--- src/hw/rtl/bkc_pkg.sv ---
// shared types, codes and constants for the b-tree key comparator
package bkc_pkg;

    localparam int MAX_KEY_BYTES_DEF = 256;

    localparam logic [7:0] TOP_BIT  = 8'h80;
    localparam logic [7:0] LOW_MASK = 8'h7f;

    typedef enum logic [1:0] {
        ACT_LOAD   = 2'd0,
        ACT_NODE   = 2'd1,
        ACT_FINISH = 2'd2,
        ACT_NOP    = 2'd3
    } action_t;

    localparam logic [1:0] SK_INDEX   = 2'd0;
    localparam logic [1:0] SK_LONG    = 2'd1;
    localparam logic [1:0] SK_SEGMENT = 2'd2;
    localparam logic [1:0] SK_OTHER   = 2'd3;

    localparam logic [1:0] NK_BRANCH = 2'd0;
    localparam logic [1:0] NK_LEAF   = 2'd1;
    localparam logic [1:0] NK_OTHER  = 2'd2;

    localparam logic [1:0] VERD_LT = 2'd0;
    localparam logic [1:0] VERD_LE = 2'd1;
    localparam logic [1:0] VERD_EQ = 2'd2;
    localparam logic [1:0] VERD_GT = 2'd3;

    localparam logic [2:0] STAT_OK         = 3'd0;
    localparam logic [2:0] STAT_BAD_SEARCH = 3'd1;
    localparam logic [2:0] STAT_BAD_NODE   = 3'd2;
    localparam logic [2:0] STAT_NO_KEY     = 3'd3;
    localparam logic [2:0] STAT_TOO_LONG   = 3'd4;

    typedef enum logic [1:0] {
        ORD_EQ = 2'd0,
        ORD_LT = 2'd1,
        ORD_GT = 2'd2
    } order_t;

    typedef enum logic {
        ST_IDLE,
        ST_EXEC
    } eng_state_t;

    typedef struct packed {
        logic [1:0] action;
        logic [7:0] key_byte;
        logic [1:0] key_kind;
        logic       begins_key;
        logic       ends_key;
    } item_t;

    typedef struct packed {
        logic [1:0] verdict;
        logic [2:0] status;
    } result_t;

endpackage

--- src/hw/rtl/bkc_key_mem.sv ---
// search key byte store, one write and one registered read port
module bkc_key_mem
    import bkc_pkg::*;
#(
    parameter int DEPTH = MAX_KEY_BYTES_DEF,
    parameter int AW    = $clog2(MAX_KEY_BYTES_DEF)
)
(
    input  logic          clk,
    input  logic          wr_en,
    input  logic [AW-1:0] wr_addr,
    input  logic [7:0]    wr_data,
    input  logic          rd_en,
    input  logic [AW-1:0] rd_addr,
    output logic [7:0]    rd_data
);

    logic [7:0] mem [DEPTH];

    always_ff @(posedge clk)
    begin
        if (wr_en)
        begin
            mem[wr_addr] <= wr_data;
        end
    end

    always_ff @(posedge clk)
    begin
        if (rd_en)
        begin
            rd_data <= mem[rd_addr];
        end
    end

endmodule

--- src/hw/rtl/bkc_engine.sv ---
// key load control, node byte compare and verdict logic
module bkc_engine
    import bkc_pkg::*;
#(
    parameter int MAX_KEY_BYTES = MAX_KEY_BYTES_DEF,
    parameter int AW            = $clog2(MAX_KEY_BYTES),
    parameter int LW            = $clog2(MAX_KEY_BYTES + 2)
)
(
    input  logic          clk,
    input  logic          rst_n,
    input  logic          item_valid,
    output logic          item_stall,
    input  item_t         item,
    output logic          res_valid,
    input  logic          res_ready,
    output result_t       res_data,
    output logic          mem_wr_en,
    output logic [AW-1:0] mem_wr_addr,
    output logic [7:0]    mem_wr_data,
    output logic          mem_rd_en,
    output logic [AW-1:0] mem_rd_addr,
    input  logic [7:0]    mem_rd_data
);

    localparam logic [LW-1:0] MAX_L  = LW'(MAX_KEY_BYTES);
    localparam logic [LW-1:0] OVER_L = LW'(MAX_KEY_BYTES + 1);
    localparam logic [LW-1:0] ONE_L  = LW'(1);

    eng_state_t    state_reg, state_next;
    item_t         item_reg;
    logic [LW-1:0] slen_reg, slen_next;
    logic [1:0]    skind_reg, skind_next;
    logic          loaded_reg, loaded_next;
    logic [1:0]    nkind_reg, nkind_next;
    logic [LW-1:0] pos_reg, pos_next;
    order_t        order_reg, order_next;
    logic          sticky_reg, sticky_next;

    logic          accept;
    logic [LW-1:0] len_in;
    logic [LW-1:0] pos_in;
    logic [LW-1:0] idx_in;

    logic [LW-1:0] pos0, pos1;
    order_t        ord0, ord1, ord_v;
    logic          sticky0, sticky1;
    logic [1:0]    nk;
    logic          do_cmp;
    logic [7:0]    sb;
    logic [7:0]    nb;
    logic          emit;
    logic          fire;
    logic [1:0]    verdict;
    logic [2:0]    status;

    assign accept = item_valid && (state_reg == ST_IDLE);

    // load path and read address, taken from the incoming transfer
    assign len_in = item.begins_key ? '0 : slen_reg;
    assign pos_in = item.begins_key ? '0 : pos_reg;
    assign idx_in = (skind_reg == SK_LONG) ? (slen_reg - ONE_L - pos_in) : pos_in;

    assign mem_wr_en   = accept && (item.action == ACT_LOAD) && (len_in < MAX_L);
    assign mem_wr_addr = len_in[AW-1:0];
    assign mem_wr_data = item.key_byte;
    assign mem_rd_en   = accept && (item.action == ACT_NODE);
    assign mem_rd_addr = idx_in[AW-1:0];

    // node byte step on the held transfer
    always_comb
    begin
        pos0    = item_reg.begins_key ? '0 : pos_reg;
        ord0    = item_reg.begins_key ? ORD_EQ : order_reg;
        sticky0 = item_reg.begins_key ? 1'b0 : sticky_reg;
        nk      = item_reg.begins_key ? item_reg.key_kind : nkind_reg;
        nb      = item_reg.key_byte;
        pos1    = pos0;
        ord1    = ord0;
        sticky1 = sticky0;
        do_cmp  = 1'b0;
        sb      = mem_rd_data;
        if (item_reg.action == ACT_NODE)
        begin
            if (pos0 >= MAX_L)
            begin
                pos1    = OVER_L;
                sticky1 = 1'b1;
            end
            else
            begin
                do_cmp = (ord0 == ORD_EQ) && loaded_reg && (skind_reg != SK_OTHER) &&
                         (nk <= NK_LEAF) && (slen_reg <= MAX_L) && (pos0 < slen_reg);
                if ((skind_reg == SK_INDEX) && (nk == NK_LEAF) && (pos0 == ONE_L) &&
                    ((mem_rd_data & TOP_BIT) != 8'h00) &&
                    ((mem_rd_data & LOW_MASK) == nb))
                begin
                    sb = mem_rd_data & LOW_MASK;
                end
                if (do_cmp)
                begin
                    if (sb > nb)
                    begin
                        ord1 = ORD_GT;
                    end
                    else if (sb < nb)
                    begin
                        ord1 = ORD_LT;
                    end
                end
                pos1 = pos0 + ONE_L;
            end
        end
    end

    assign emit = (item_reg.action == ACT_FINISH) ||
                  ((item_reg.action == ACT_NODE) && item_reg.ends_key);
    assign fire = !emit || res_ready;

    // verdict and status
    always_comb
    begin
        verdict = VERD_LT;
        status  = STAT_OK;
        ord_v   = (pos1 == '0) ? ORD_LT : ord1;
        if (!loaded_reg || (slen_reg == '0))
        begin
            status = STAT_NO_KEY;
        end
        else if (skind_reg == SK_OTHER)
        begin
            status = STAT_BAD_SEARCH;
        end
        else if (nk > NK_LEAF)
        begin
            status = STAT_BAD_NODE;
        end
        else if ((slen_reg > MAX_L) || sticky1 || (pos1 > MAX_L))
        begin
            status = STAT_TOO_LONG;
        end
        if (status == STAT_OK)
        begin
            if (ord_v == ORD_GT)
            begin
                verdict = VERD_GT;
            end
            else if (nk == NK_BRANCH)
            begin
                if (skind_reg == SK_INDEX)
                begin
                    verdict = (ord_v == ORD_EQ) ? VERD_GT : VERD_EQ;
                end
                else
                begin
                    verdict = ((ord_v == ORD_EQ) && (slen_reg > pos1)) ? VERD_GT : VERD_LE;
                end
            end
            else
            begin
                if ((ord_v == ORD_LT) || (slen_reg < pos1))
                begin
                    verdict = VERD_LT;
                end
                else if (slen_reg > pos1)
                begin
                    verdict = VERD_GT;
                end
                else
                begin
                    verdict = VERD_EQ;
                end
            end
        end
    end

    assign res_data.verdict = verdict;
    assign res_data.status  = status;

    // state register updates
    always_comb
    begin
        slen_next   = slen_reg;
        skind_next  = skind_reg;
        loaded_next = loaded_reg;
        nkind_next  = nkind_reg;
        pos_next    = pos_reg;
        order_next  = order_reg;
        sticky_next = sticky_reg;
        if (accept && (item.action == ACT_LOAD))
        begin
            if (item.begins_key)
            begin
                skind_next = item.key_kind;
            end
            slen_next   = (len_in <= MAX_L) ? (len_in + ONE_L) : len_in;
            loaded_next = 1'b1;
            pos_next    = '0;
            order_next  = ORD_EQ;
            sticky_next = 1'b0;
        end
        else if ((state_reg == ST_EXEC) && fire)
        begin
            nkind_next = nk;
            if (emit)
            begin
                pos_next    = '0;
                order_next  = ORD_EQ;
                sticky_next = 1'b0;
            end
            else
            begin
                pos_next    = pos1;
                order_next  = ord1;
                sticky_next = sticky1;
            end
        end
    end

    always_comb
    begin
        state_next = state_reg;
        unique case (state_reg)
            ST_IDLE:
            begin
                if (item_valid && (item.action inside {ACT_NODE, ACT_FINISH}))
                begin
                    state_next = ST_EXEC;
                end
            end
            ST_EXEC:
            begin
                if (fire)
                begin
                    state_next = ST_IDLE;
                end
            end
            default:
            begin
                state_next = ST_IDLE;
            end
        endcase
    end

    always_comb
    begin
        item_stall = (state_reg != ST_IDLE);
        res_valid  = (state_reg == ST_EXEC) && emit;
    end

    always_ff @(posedge clk or negedge rst_n)
    begin
        if (!rst_n)
        begin
            state_reg  <= ST_IDLE;
            slen_reg   <= '0;
            skind_reg  <= SK_INDEX;
            loaded_reg <= 1'b0;
            nkind_reg  <= NK_BRANCH;
            pos_reg    <= '0;
            order_reg  <= ORD_EQ;
            sticky_reg <= 1'b0;
        end
        else
        begin
            state_reg  <= state_next;
            slen_reg   <= slen_next;
            skind_reg  <= skind_next;
            loaded_reg <= loaded_next;
            nkind_reg  <= nkind_next;
            pos_reg    <= pos_next;
            order_reg  <= order_next;
            sticky_reg <= sticky_next;
        end
    end

    always_ff @(posedge clk)
    begin
        if (accept)
        begin
            item_reg <= item;
        end
    end

    a_no_write_in_exec: assert property (@(posedge clk) disable iff (!rst_n)
        (state_reg == ST_EXEC) |-> (!mem_wr_en && !mem_rd_en))
        else $error("store accessed while a node byte is in flight");

    a_result_only_in_exec: assert property (@(posedge clk) disable iff (!rst_n)
        res_valid |-> (state_reg == ST_EXEC))
        else $error("result offered outside exec");

    a_len_bound: assert property (@(posedge clk) disable iff (!rst_n)
        (slen_reg <= OVER_L) && (pos_reg <= OVER_L))
        else $error("length counter past its limit");

    a_restart_after_verdict: assert property (@(posedge clk) disable iff (!rst_n)
        ((state_reg == ST_EXEC) && emit && res_ready) |=>
        ((pos_reg == '0) && (order_reg == ORD_EQ) && !sticky_reg))
        else $error("node state not restarted after verdict");

endmodule

--- src/hw/rtl/btree_key_compare_top.sv ---
// top level of the b-tree search key comparator
//
// item channel: one transfer per byte. action load writes a search key byte
// into the key store (begins_key restarts the key and takes its kind); a
// node byte is compared against the stored key; finish closes a node key.
// load transfers are taken one per cycle. a node byte reads the key store
// (single registered read port) when taken, then a compare step updates
// the running order; finish has only the compare step. the item side stalls
// until the compare step ends. result channel: one verdict/status transfer
// per finished node key, held in an output register and valid once the
// closing transfer has left the compare step. if the receiver stalls, a new
// item is still taken; only a second verdict waits in the compare step
// until the register frees. reset clears all key lengths, kinds, order and
// status state; key store contents are not cleared, and a byte is used in
// the compare only once written. no clearing pass is needed after reset.
module btree_key_compare_top
    import bkc_pkg::*;
#(
    parameter int MAX_KEY_BYTES = MAX_KEY_BYTES_DEF
)
(
    input  logic    clk,
    input  logic    rst_n,
    input  logic    item_valid,
    output logic    item_stall,
    input  item_t   item,
    output logic    result_valid,
    input  logic    result_stall,
    output result_t result
);

    localparam int AW = $clog2(MAX_KEY_BYTES);
    localparam int LW = $clog2(MAX_KEY_BYTES + 2);

    logic          mem_wr_en;
    logic [AW-1:0] mem_wr_addr;
    logic [7:0]    mem_wr_data;
    logic          mem_rd_en;
    logic [AW-1:0] mem_rd_addr;
    logic [7:0]    mem_rd_data;

    logic          eng_valid;
    logic          push_ok;
    result_t       eng_data;

    logic          result_valid_reg, result_valid_next;
    result_t       result_reg;

    bkc_key_mem #(
        .DEPTH (MAX_KEY_BYTES),
        .AW    (AW)
    ) u_mem (
        .clk     (clk),
        .wr_en   (mem_wr_en),
        .wr_addr (mem_wr_addr),
        .wr_data (mem_wr_data),
        .rd_en   (mem_rd_en),
        .rd_addr (mem_rd_addr),
        .rd_data (mem_rd_data)
    );

    bkc_engine #(
        .MAX_KEY_BYTES (MAX_KEY_BYTES),
        .AW            (AW),
        .LW            (LW)
    ) u_engine (
        .clk         (clk),
        .rst_n       (rst_n),
        .item_valid  (item_valid),
        .item_stall  (item_stall),
        .item        (item),
        .res_valid   (eng_valid),
        .res_ready   (push_ok),
        .res_data    (eng_data),
        .mem_wr_en   (mem_wr_en),
        .mem_wr_addr (mem_wr_addr),
        .mem_wr_data (mem_wr_data),
        .mem_rd_en   (mem_rd_en),
        .mem_rd_addr (mem_rd_addr),
        .mem_rd_data (mem_rd_data)
    );

    // output register
    assign push_ok = !result_valid_reg || !result_stall;

    always_comb
    begin
        result_valid_next = result_valid_reg;
        if (eng_valid && push_ok)
        begin
            result_valid_next = 1'b1;
        end
        else if (!result_stall)
        begin
            result_valid_next = 1'b0;
        end
    end

    always_ff @(posedge clk or negedge rst_n)
    begin
        if (!rst_n)
        begin
            result_valid_reg <= 1'b0;
        end
        else
        begin
            result_valid_reg <= result_valid_next;
        end
    end

    always_ff @(posedge clk)
    begin
        if (eng_valid && push_ok)
        begin
            result_reg <= eng_data;
        end
    end

    assign result_valid = result_valid_reg;
    assign result       = result_reg;

endmodule
--- config.mk ---
export PLATFORM = sky130hd
export DESIGN_NAME = btree_key_compare_top
export DESIGN_NICKNAME = d
export VERILOG_FILES = /design/src/hw/rtl/bkc_pkg.sv /design/src/hw/rtl/bkc_key_mem.sv /design/src/hw/rtl/bkc_engine.sv /design/src/hw/rtl/btree_key_compare_top.sv
export SDC_FILE = /design/constraint.sdc
export NUM_CORES = 2
export LEC_CHECK = 0
export ABC_CLOCK_PERIOD_IN_PS = 5400
export BUFFER_PORTS_ARGS = -buffer_cell sky130_fd_sc_hd__buf_2
export CORE_MARGIN = 8
export CORE_UTILIZATION = 55
export CTS_CLUSTER_SIZE = 28
export DETAILED_ROUTE_END_ITERATION = 16
export GPL_TIMING_DRIVEN = 0
export PLACE_DENSITY_LB_ADDON = 0.12
export RECOVER_POWER = 100
export SYNTH_ARGS = -nofsm -noshare
export SYNTH_HDL_FRONTEND = slang
export SYNTH_HIERARCHICAL = 1
export SYNTH_SLANG_ARGS = --single-unit
--- constraint.sdc ---
create_clock -name clk -period 5.4 [get_ports clk]
set_clock_uncertainty 0.05 [all_clocks]
set_input_delay 0.27 -clock clk [delete_from_list [all_inputs] [get_ports clk]]
set_output_delay 0.27 -clock clk [all_outputs]
set_load 0.03 [all_outputs]
Yosys cells after proc, flatten, opt, wreduce, memory -nomap -nowiden

Memory sizes are Yosys's and may differ from the RTL's. A register that Yosys moved wholly into a read port is not among the register bits.
Index checks and enable logic that the tools add are counted.

Output and inout port bits: 7
Logic and storage cells: 139
Latch bits: 0
Register bits after elaboration: 47
Input port bits: 18
ROM bits: 0
Memories kept: 1
RAM bits: 2,048

Shift operators: 0
$mul: 0
$add $sub $neg: 4
Bitwise logic cells: 2
Eq/ne operators: 13
Multiplexer cells: 48
Div/mod/pow operators: 0
$lt $le $gt $ge: 13
Reduce and logical (&&, ||, !) cells: 42

Memories:

| name      | depth | width | rd ports | clocked after Yosys merged registers in | write ports | RTL line          | text |
|---|---|---|---|---|---|---|---|
| u_mem.mem | 256   | 8     | 1        | 1                                       | 1           | bkc_key_mem.sv:18 | `logic [7:0] mem [DEPTH];` |

Operators with widths:

| operator                                                  | number |
|---|---|
| 2-to-1 mux 9 bit                                          | 8 |
| 2-to-1 mux 8 bit                                          | 5 |
| 2-to-1 mux 2 bit                                          | 16 |
| logical AND 1 bit                                         | 19 |
| adder 9 x 1 -> 9 bit (second input constant)              | 2 |
| greater-than comparator 9 bit (second input constant)     | 2 |
| less-or-equal comparator 9 bit (second input constant)    | 2 |
| zero test 9 bit                                           | 2 |
| < comparator 9 bit                                        | 2 |
| 2-to-1 mux 1 bit                                          | 14 |
| 2-to-1 mux 3 bit                                          | 4 |
| equality test 2 x 1 -> 1 bit (second input constant)      | 5 |
| zero test 2 bit                                           | 5 |
| equality test 9 x 1 -> 1 bit (second input constant)      | 1 |
| greater-or-equal comparator 9 bit (second input constant) | 1 |
| greater-than comparator 9 bit                             | 1 |
| < comparator 9 bit (second input constant)                | 1 |
| equality test 2 bit (second input constant)               | 4 |
| equality test 7 x 8 -> 1 bit                              | 1 |
| greater-than comparator 8 bit                             | 1 |
| < comparator 8 bit                                        | 1 |
| subtractor 8 x 1 -> 8 bit (second input constant)         | 1 |
| subtractor 8 bit                                          | 1 |
| logical OR 1 bit                                          | 7 |
| other kinds (10)                                          | 16 |

Depth between registers and ports, before layout

Depth after elaboration: 22
Gate-level depth with buffers: 19
Mapped depth without buffers: 16

Cells and area by module

Netlist, hierarchy kept.

Modules (own cells, without submodules):

| module                | seq. area each (µm²) | cells an instance | area each (µm²) | times used |
|---|---|---|---|---|
| bkc_key_mem           | 61,739.2             | 3,733             | 79,636.4        | 1 |
| bkc_engine            | 1,096.1              | 397               | 3,435.8         | 1 |
| btree_key_compare_top | 175.2                | 9                 | 197.7           | 1 |

Least setup slack after synthesis

OpenSTA, ideal clock, no wires.

Path type: input -> register
Start: input port item[1] (netlist name)
End: register u_mem.rd_data[7], read port of u_mem.mem, data pin
Arrival time: 3,685 ps
Stages: 18
Library setup time: 266 ps
Path buffers: 3
Required time: 5,084 ps
Setup slack: 1,400 ps
Cells stage by stage: clkbuf_1 > nand2b_1 > ha_1 > a21o_1 > a21oi_1 > o21bai_1 > a2111oi_0 > o31a_1 > o21ai_0 > xnor2_1 > buf_4 > nor3b_1 > clkbuf_1 > o221ai_1 > nand2_1 > a21oi_1 > nor4_1 > nor4_1

Word-level cells in the longest chain between the ends: 3

Ends and longest elaborated chain:

| what               | RTL line                    | text |
|---|---|---|
| from (decl)        | btree_key_compare_top.sv:26 | `input item_t item,` |
| 2-to-1 mux 8 bit * | bkc_engine.sv:61            | `assign pos_in = item.begins_key ? '0 : pos_reg;` |
| subtractor 8 bit   | bkc_engine.sv:62            | `assign idx_in = (skind_reg == SK_LONG) ? (slen_reg - ONE_L - pos_in) : pos_in;` |
| 2-to-1 mux 8 bit * | bkc_engine.sv:62            |  |
| via mem_rd_addr[7] | btree_key_compare_top.sv:39 | `logic [AW-1:0] mem_rd_addr;` |
| to (decl)          | bkc_key_mem.sv:15           | `output logic [7:0] rd_data` |

Mark *: on every way through the listed nets, which the timed path passes. The rest lies on a longest branch.
A chain may end at the register's enable or synchronous reset.

Final worst setup path

Start: register u_engine.state_reg (netlist: u_engine/item_stall)
End: memory u_mem.mem[72][5], enable pin

Word-level cells in the longest chain between the ends: 6

Ends and longest elaborated chain:

| what                                   | RTL line                    | text |
|---|---|---|
| from (decl)                            | bkc_engine.sv:30            | `eng_state_t state_reg, state_next;` |
| from (signal assigned)                 | bkc_engine.sv:266           | `state_reg <= state_next;` |
| inverter 1 bit                         | bkc_engine.sv:57            | `assign accept = item_valid && (state_reg == ST_IDLE);` |
| logical AND 1 bit                      | bkc_engine.sv:57            |  |
| via u_engine.accept                    | bkc_engine.sv:40            | `logic accept;` |
| logical AND 1 bit (2 in series)        | bkc_engine.sv:64            | `assign mem_wr_en = accept && (item.action == ACT_LOAD) && (len_in < MAX_L);` |
| via mem_wr_en                          | btree_key_compare_top.sv:35 | `logic mem_wr_en;` |
| 2-to-1 mux 1 bit                       | bkc_key_mem.sv:22           | `if (wr_en)` |
| 2-to-1 mux 1 bit (implied by the code) | bkc_key_mem.sv:24           | `mem[wr_addr] <= wr_data;` |
| to (decl)                              | bkc_key_mem.sv:18           |  |

The timed path passes the listed nets, and every way through them passes these cells.

==> run metrics <==
mean area per synthesized cell=20.1 µm²; switching power=approximately 0.013 W; Cells after Synth=around 4.1k; ANT nets after route=0; remaining design rule violation count=0; via/cell ratio=~7; internal power summed over all cells=about 0.029 W; first-pass GRT wire length=346,000 µm; WS Path Type=register to register; largest fanout of any net on the critical path=17; Critical Path, Cell by Cell=nor2b_2 -> nand2_1 -> nor2_1 -> clkbuf_1 -> buf_1 -> nand3_1 -> clkbuf_2 -> nor2_1; number of failing hold endpoints at the final stage=0; Switching Fraction=0.300; buffers and inverters on the worst path=3; CP max stage cell=nor2_1; startpoint types=register; Syn Nets=between 4k and 5k; Post-Syn Area=roughly 83,000 µm²; detailed-placement wirelength estimate=between 150,000 and 200,000 µm; Multi-input gate area=19,300 µm²; non-filler cells, final=approximately 6.6k; Period minus WS final=approximately 5.6 ns; Tightest Pin Transition=between 3 and 4 ns; number of flip-flops in the largest register=approximately 2.0k; count of buffers from port buffering=24; later-pin clock latency in the skew report=0.84 ns; proportion of register bits with asynchronous set or reset after synthesis=0.0133; count of flip-flops with a built-in enable after synthesis=2,075; status=finished with violations; worst setup slack for register-to-register paths=-0.16 ns; Placed Instances=6,190; Die Outline Area=around 160,000 µm²; clock tree from TritonCTS=done; synthesized flop and latch total=approximately 2.1k; total number of vias=between 40k and 50k; layout-stage area growth over the synthesis result=12.4%; H-Tree Level Count=4; leakage power total=approximately 29 nW; effective utilization at floorplan=0.555; reported max-cap violation count=17; number of nets at the end of the flow=4,462; Peak Freq=about 0.18 GHz; Clock Tree Root=clkbuf_16; global placer's final weighted congestion=1.00; post-route clock period utilization=1.03; final critical-path setup slack=-0.164 ns; most used cell along the critical path=nor2_1; relative contribution of sequential cells to total power=0.431; TritonCTS Buffers=~210; number of global-route vias before repair=about 44k; power share of the clock group=0.336; Fillers=around 11k; worst relative slew slack=-1.19; I/O pin total=25; setup repair after global routing missed its margin=yes; Worst Hold Slack=0.109 ns; number of unique standard cell types used by synthesis=87; maximum number of pins on one net before global-route repair=approximately 160; standard-cell row count=142; Pre-antenna DRT Iters=6; arrival time reported for the critical path endpoint=around 6 ns; Req. time, crit path=5.82 ns; GRT Residual Overflow=0; worst voltage drop across the vdd grid=between 0.2 and 0.3 mV; largest stage delay on the critical path=approximately 0.87 ns; Final setup violation count=between 200 and 250; clock slew at reported path FFs=~0.06 ns; routed len/inst=between 30 and 40 µm; fraction of final layout cells sized beyond drive strength 1=0.243; iteration-0 DRC count of the detailed router=roughly 7k; Routed WL=254,000 µm; type of element capturing the critical path=register; power density over cell area=between 400 and 500 nW/µm²; clock sink count=about 2.1k; maximum count of clock buffers along a single path=3; sequential share of the synthesized area=0.757; die span in y=405 µm; Hold WC Path Type=primary input to register; synthesis warning total=6; FF/Latch Area=approximately 63,000 µm²; core region area=between 150,000 and 200,000 µm²; kind of cell adding the most delay to the critical path=simple AND/OR/NAND/NOR gates; Placement Setup Slack=-1.50 ns; proportion of power drawn by combinational gates=0.233; antenna violations before repair=9; violations in the final reports=max-capacitance violations, max-slew violations, negative setup slack; Global Route Usage Sum=0.306; chip width=between 400 and 500 µm; Final Slew Violations=~2k; main flop type after synthesis=edfxtp_1
-- metal layers --
metal | GRT usage | wire [µm]
met3 | 0.0894 | 33100
met5 | 0 | 157
met2 | 0.461 | 115000
met4 | 0.127 | 12700
met1 | 0.424 | 93400
-- power by group through the flow --
stage / logic (W) / clock network, W / registers [W]
2_1_floorplan: 0.00522 / 0 / 0.0184
3_3_place_gp: 0.00909 / 0 / 0.0184
3_5_place_dp: 0.00916 / 0 / 0.0184
4_1_cts: 0.00944 / 0.0143 / 0.0180
5_1_grt: 0.00988 / 0.0149 / 0.0181
6_report: 0.00979 / 0.0141 / 0.0181
-- logic make-up (layout without fill, tap and decap cells) --
| group | Yosys count | after routing | synth area share |
|---|---|---|---|
| other | 0 | 5 | 0 |
| XOR/XNOR | 12 | 12 | 0.00126 |
| multiplexers | 597 | 597 | 0.140 |
| flip-flops | 2103 | 2103 | 0.757 |
| AND/OR/NAND/NOR | 624 | 624 | 0.0354 |
| adder cells (fa/ha/maj) | 40 | 40 | 0.00610 |
| AO/OA/AOI/OAI | 481 | 481 | 0.0400 |
| buffers and inverters | 282 | 725 | 0.0201 |
-- path summary, 6_finish.rpt --
path / from / endpoint / depth (start not counted)
hold reg to reg: u_engine/loaded_reg / u_engine/loaded_reg / 1
hold / removal: item[0] / u_engine/item_reg[0] / 2
setup reg to reg: u_engine/item_stall / u_mem/mem[72][5] / 8
max in group asynchronous: rst_n / u_engine/slen_reg[2] / 4
setup / recovery: u_engine/item_stall / u_mem/mem[72][5] / 8
min in group asynchronous: rst_n / u_engine/nkind_reg[1] / 4
-- Yosys cell counts (33+ instances only) --
library cell | n | area, µm²
o221ai_1 | 46 | 403
edfxtp_1 | 2075 | 62300
o21ai_0 | 44 | 220
clkbuf_1 | 116 | 435
nand3_1 | 42 | 210
nor2_1 | 308 | 1160
nor2b_1 | 42 | 263
mux2i_1 | 136 | 1360
a22oi_1 | 133 | 998
nand2_1 | 83 | 312
a21oi_1 | 119 | 596
buf_2 | 33 | 165
mux4_2 | 454 | 10200
buf_4 | 35 | 263
ha_1 | 39 | 488
-- metrics by stage --
stage | cell area (µm²) | power (W) | TNS, ns | utilization
final | 93600 | 0.0420 | -13.80 | 0.624
after global routing | 93600 | 0.0428 | -15.65 | 0.623
after CTS | 93500 | 0.0417 | -0.00761 | 0.623
after detailed placement | 86300 | 0.0276 | -10.32 | 0.575
after global placement | 85900 | 0.0275 | -713.74 | 0.572
after floorplan | 83300 | 0.0236 | 0 | -
-- placed cells by master, fill, tap and decap left out, types with 21 or more instances in the layout --
cell       synthesis  layout
a21oi_1          119     111
a22oi_1          133     133
buf_2             33      39
buf_4             35      33
buf_6             22      22
clkbuf_1         116     125
clkbuf_16          0     209
clkbuf_2           0      73
clkinv_1           1      51
clkinv_2           0      37
dfrtp_1           28      28
edfxtp_1        2075    2075
ha_1              39      39
inv_1             32      32
mux2i_1          136     136
mux4_2           454     454
nand2_1           83      83
nand2b_1          21      21
nand3_1           42      42
nor2_1           308     236
nor2_2             0      71
nor2b_1           42      38
nor3_1            30      21
o21ai_0           44      41
o221ai_1          46      41
o22ai_1           28      28
-- cell type report --
cell class / instances / area share
Timing Repair Buffer: 56 / 0.00385
Buffer: 247 / 0.0179
Tap cell: 2016 / 0.0269
Inverter: 33 / 0.00134
Clock inverter: 127 / 0.0127
Clock buffer: 262 / 0.0580
Multi-Input combinational cell: 1754 / 0.206
Sequential cell: 2103 / 0.673
Antenna cell: 5 / 0.000134
-- what timing repair did --
item / in CTS / in global routing
setup endpoints to repair: 8 / 541
pin swaps: 0 / 4
hold buffers: 19 / 0
endpoints found under the hold margin: 123 / 0
resized for setup: 117 / 154
cloned: 0 / 0
setup buffers: 0 / 2
Note: power is estimated with default switching activity, not from simulation.
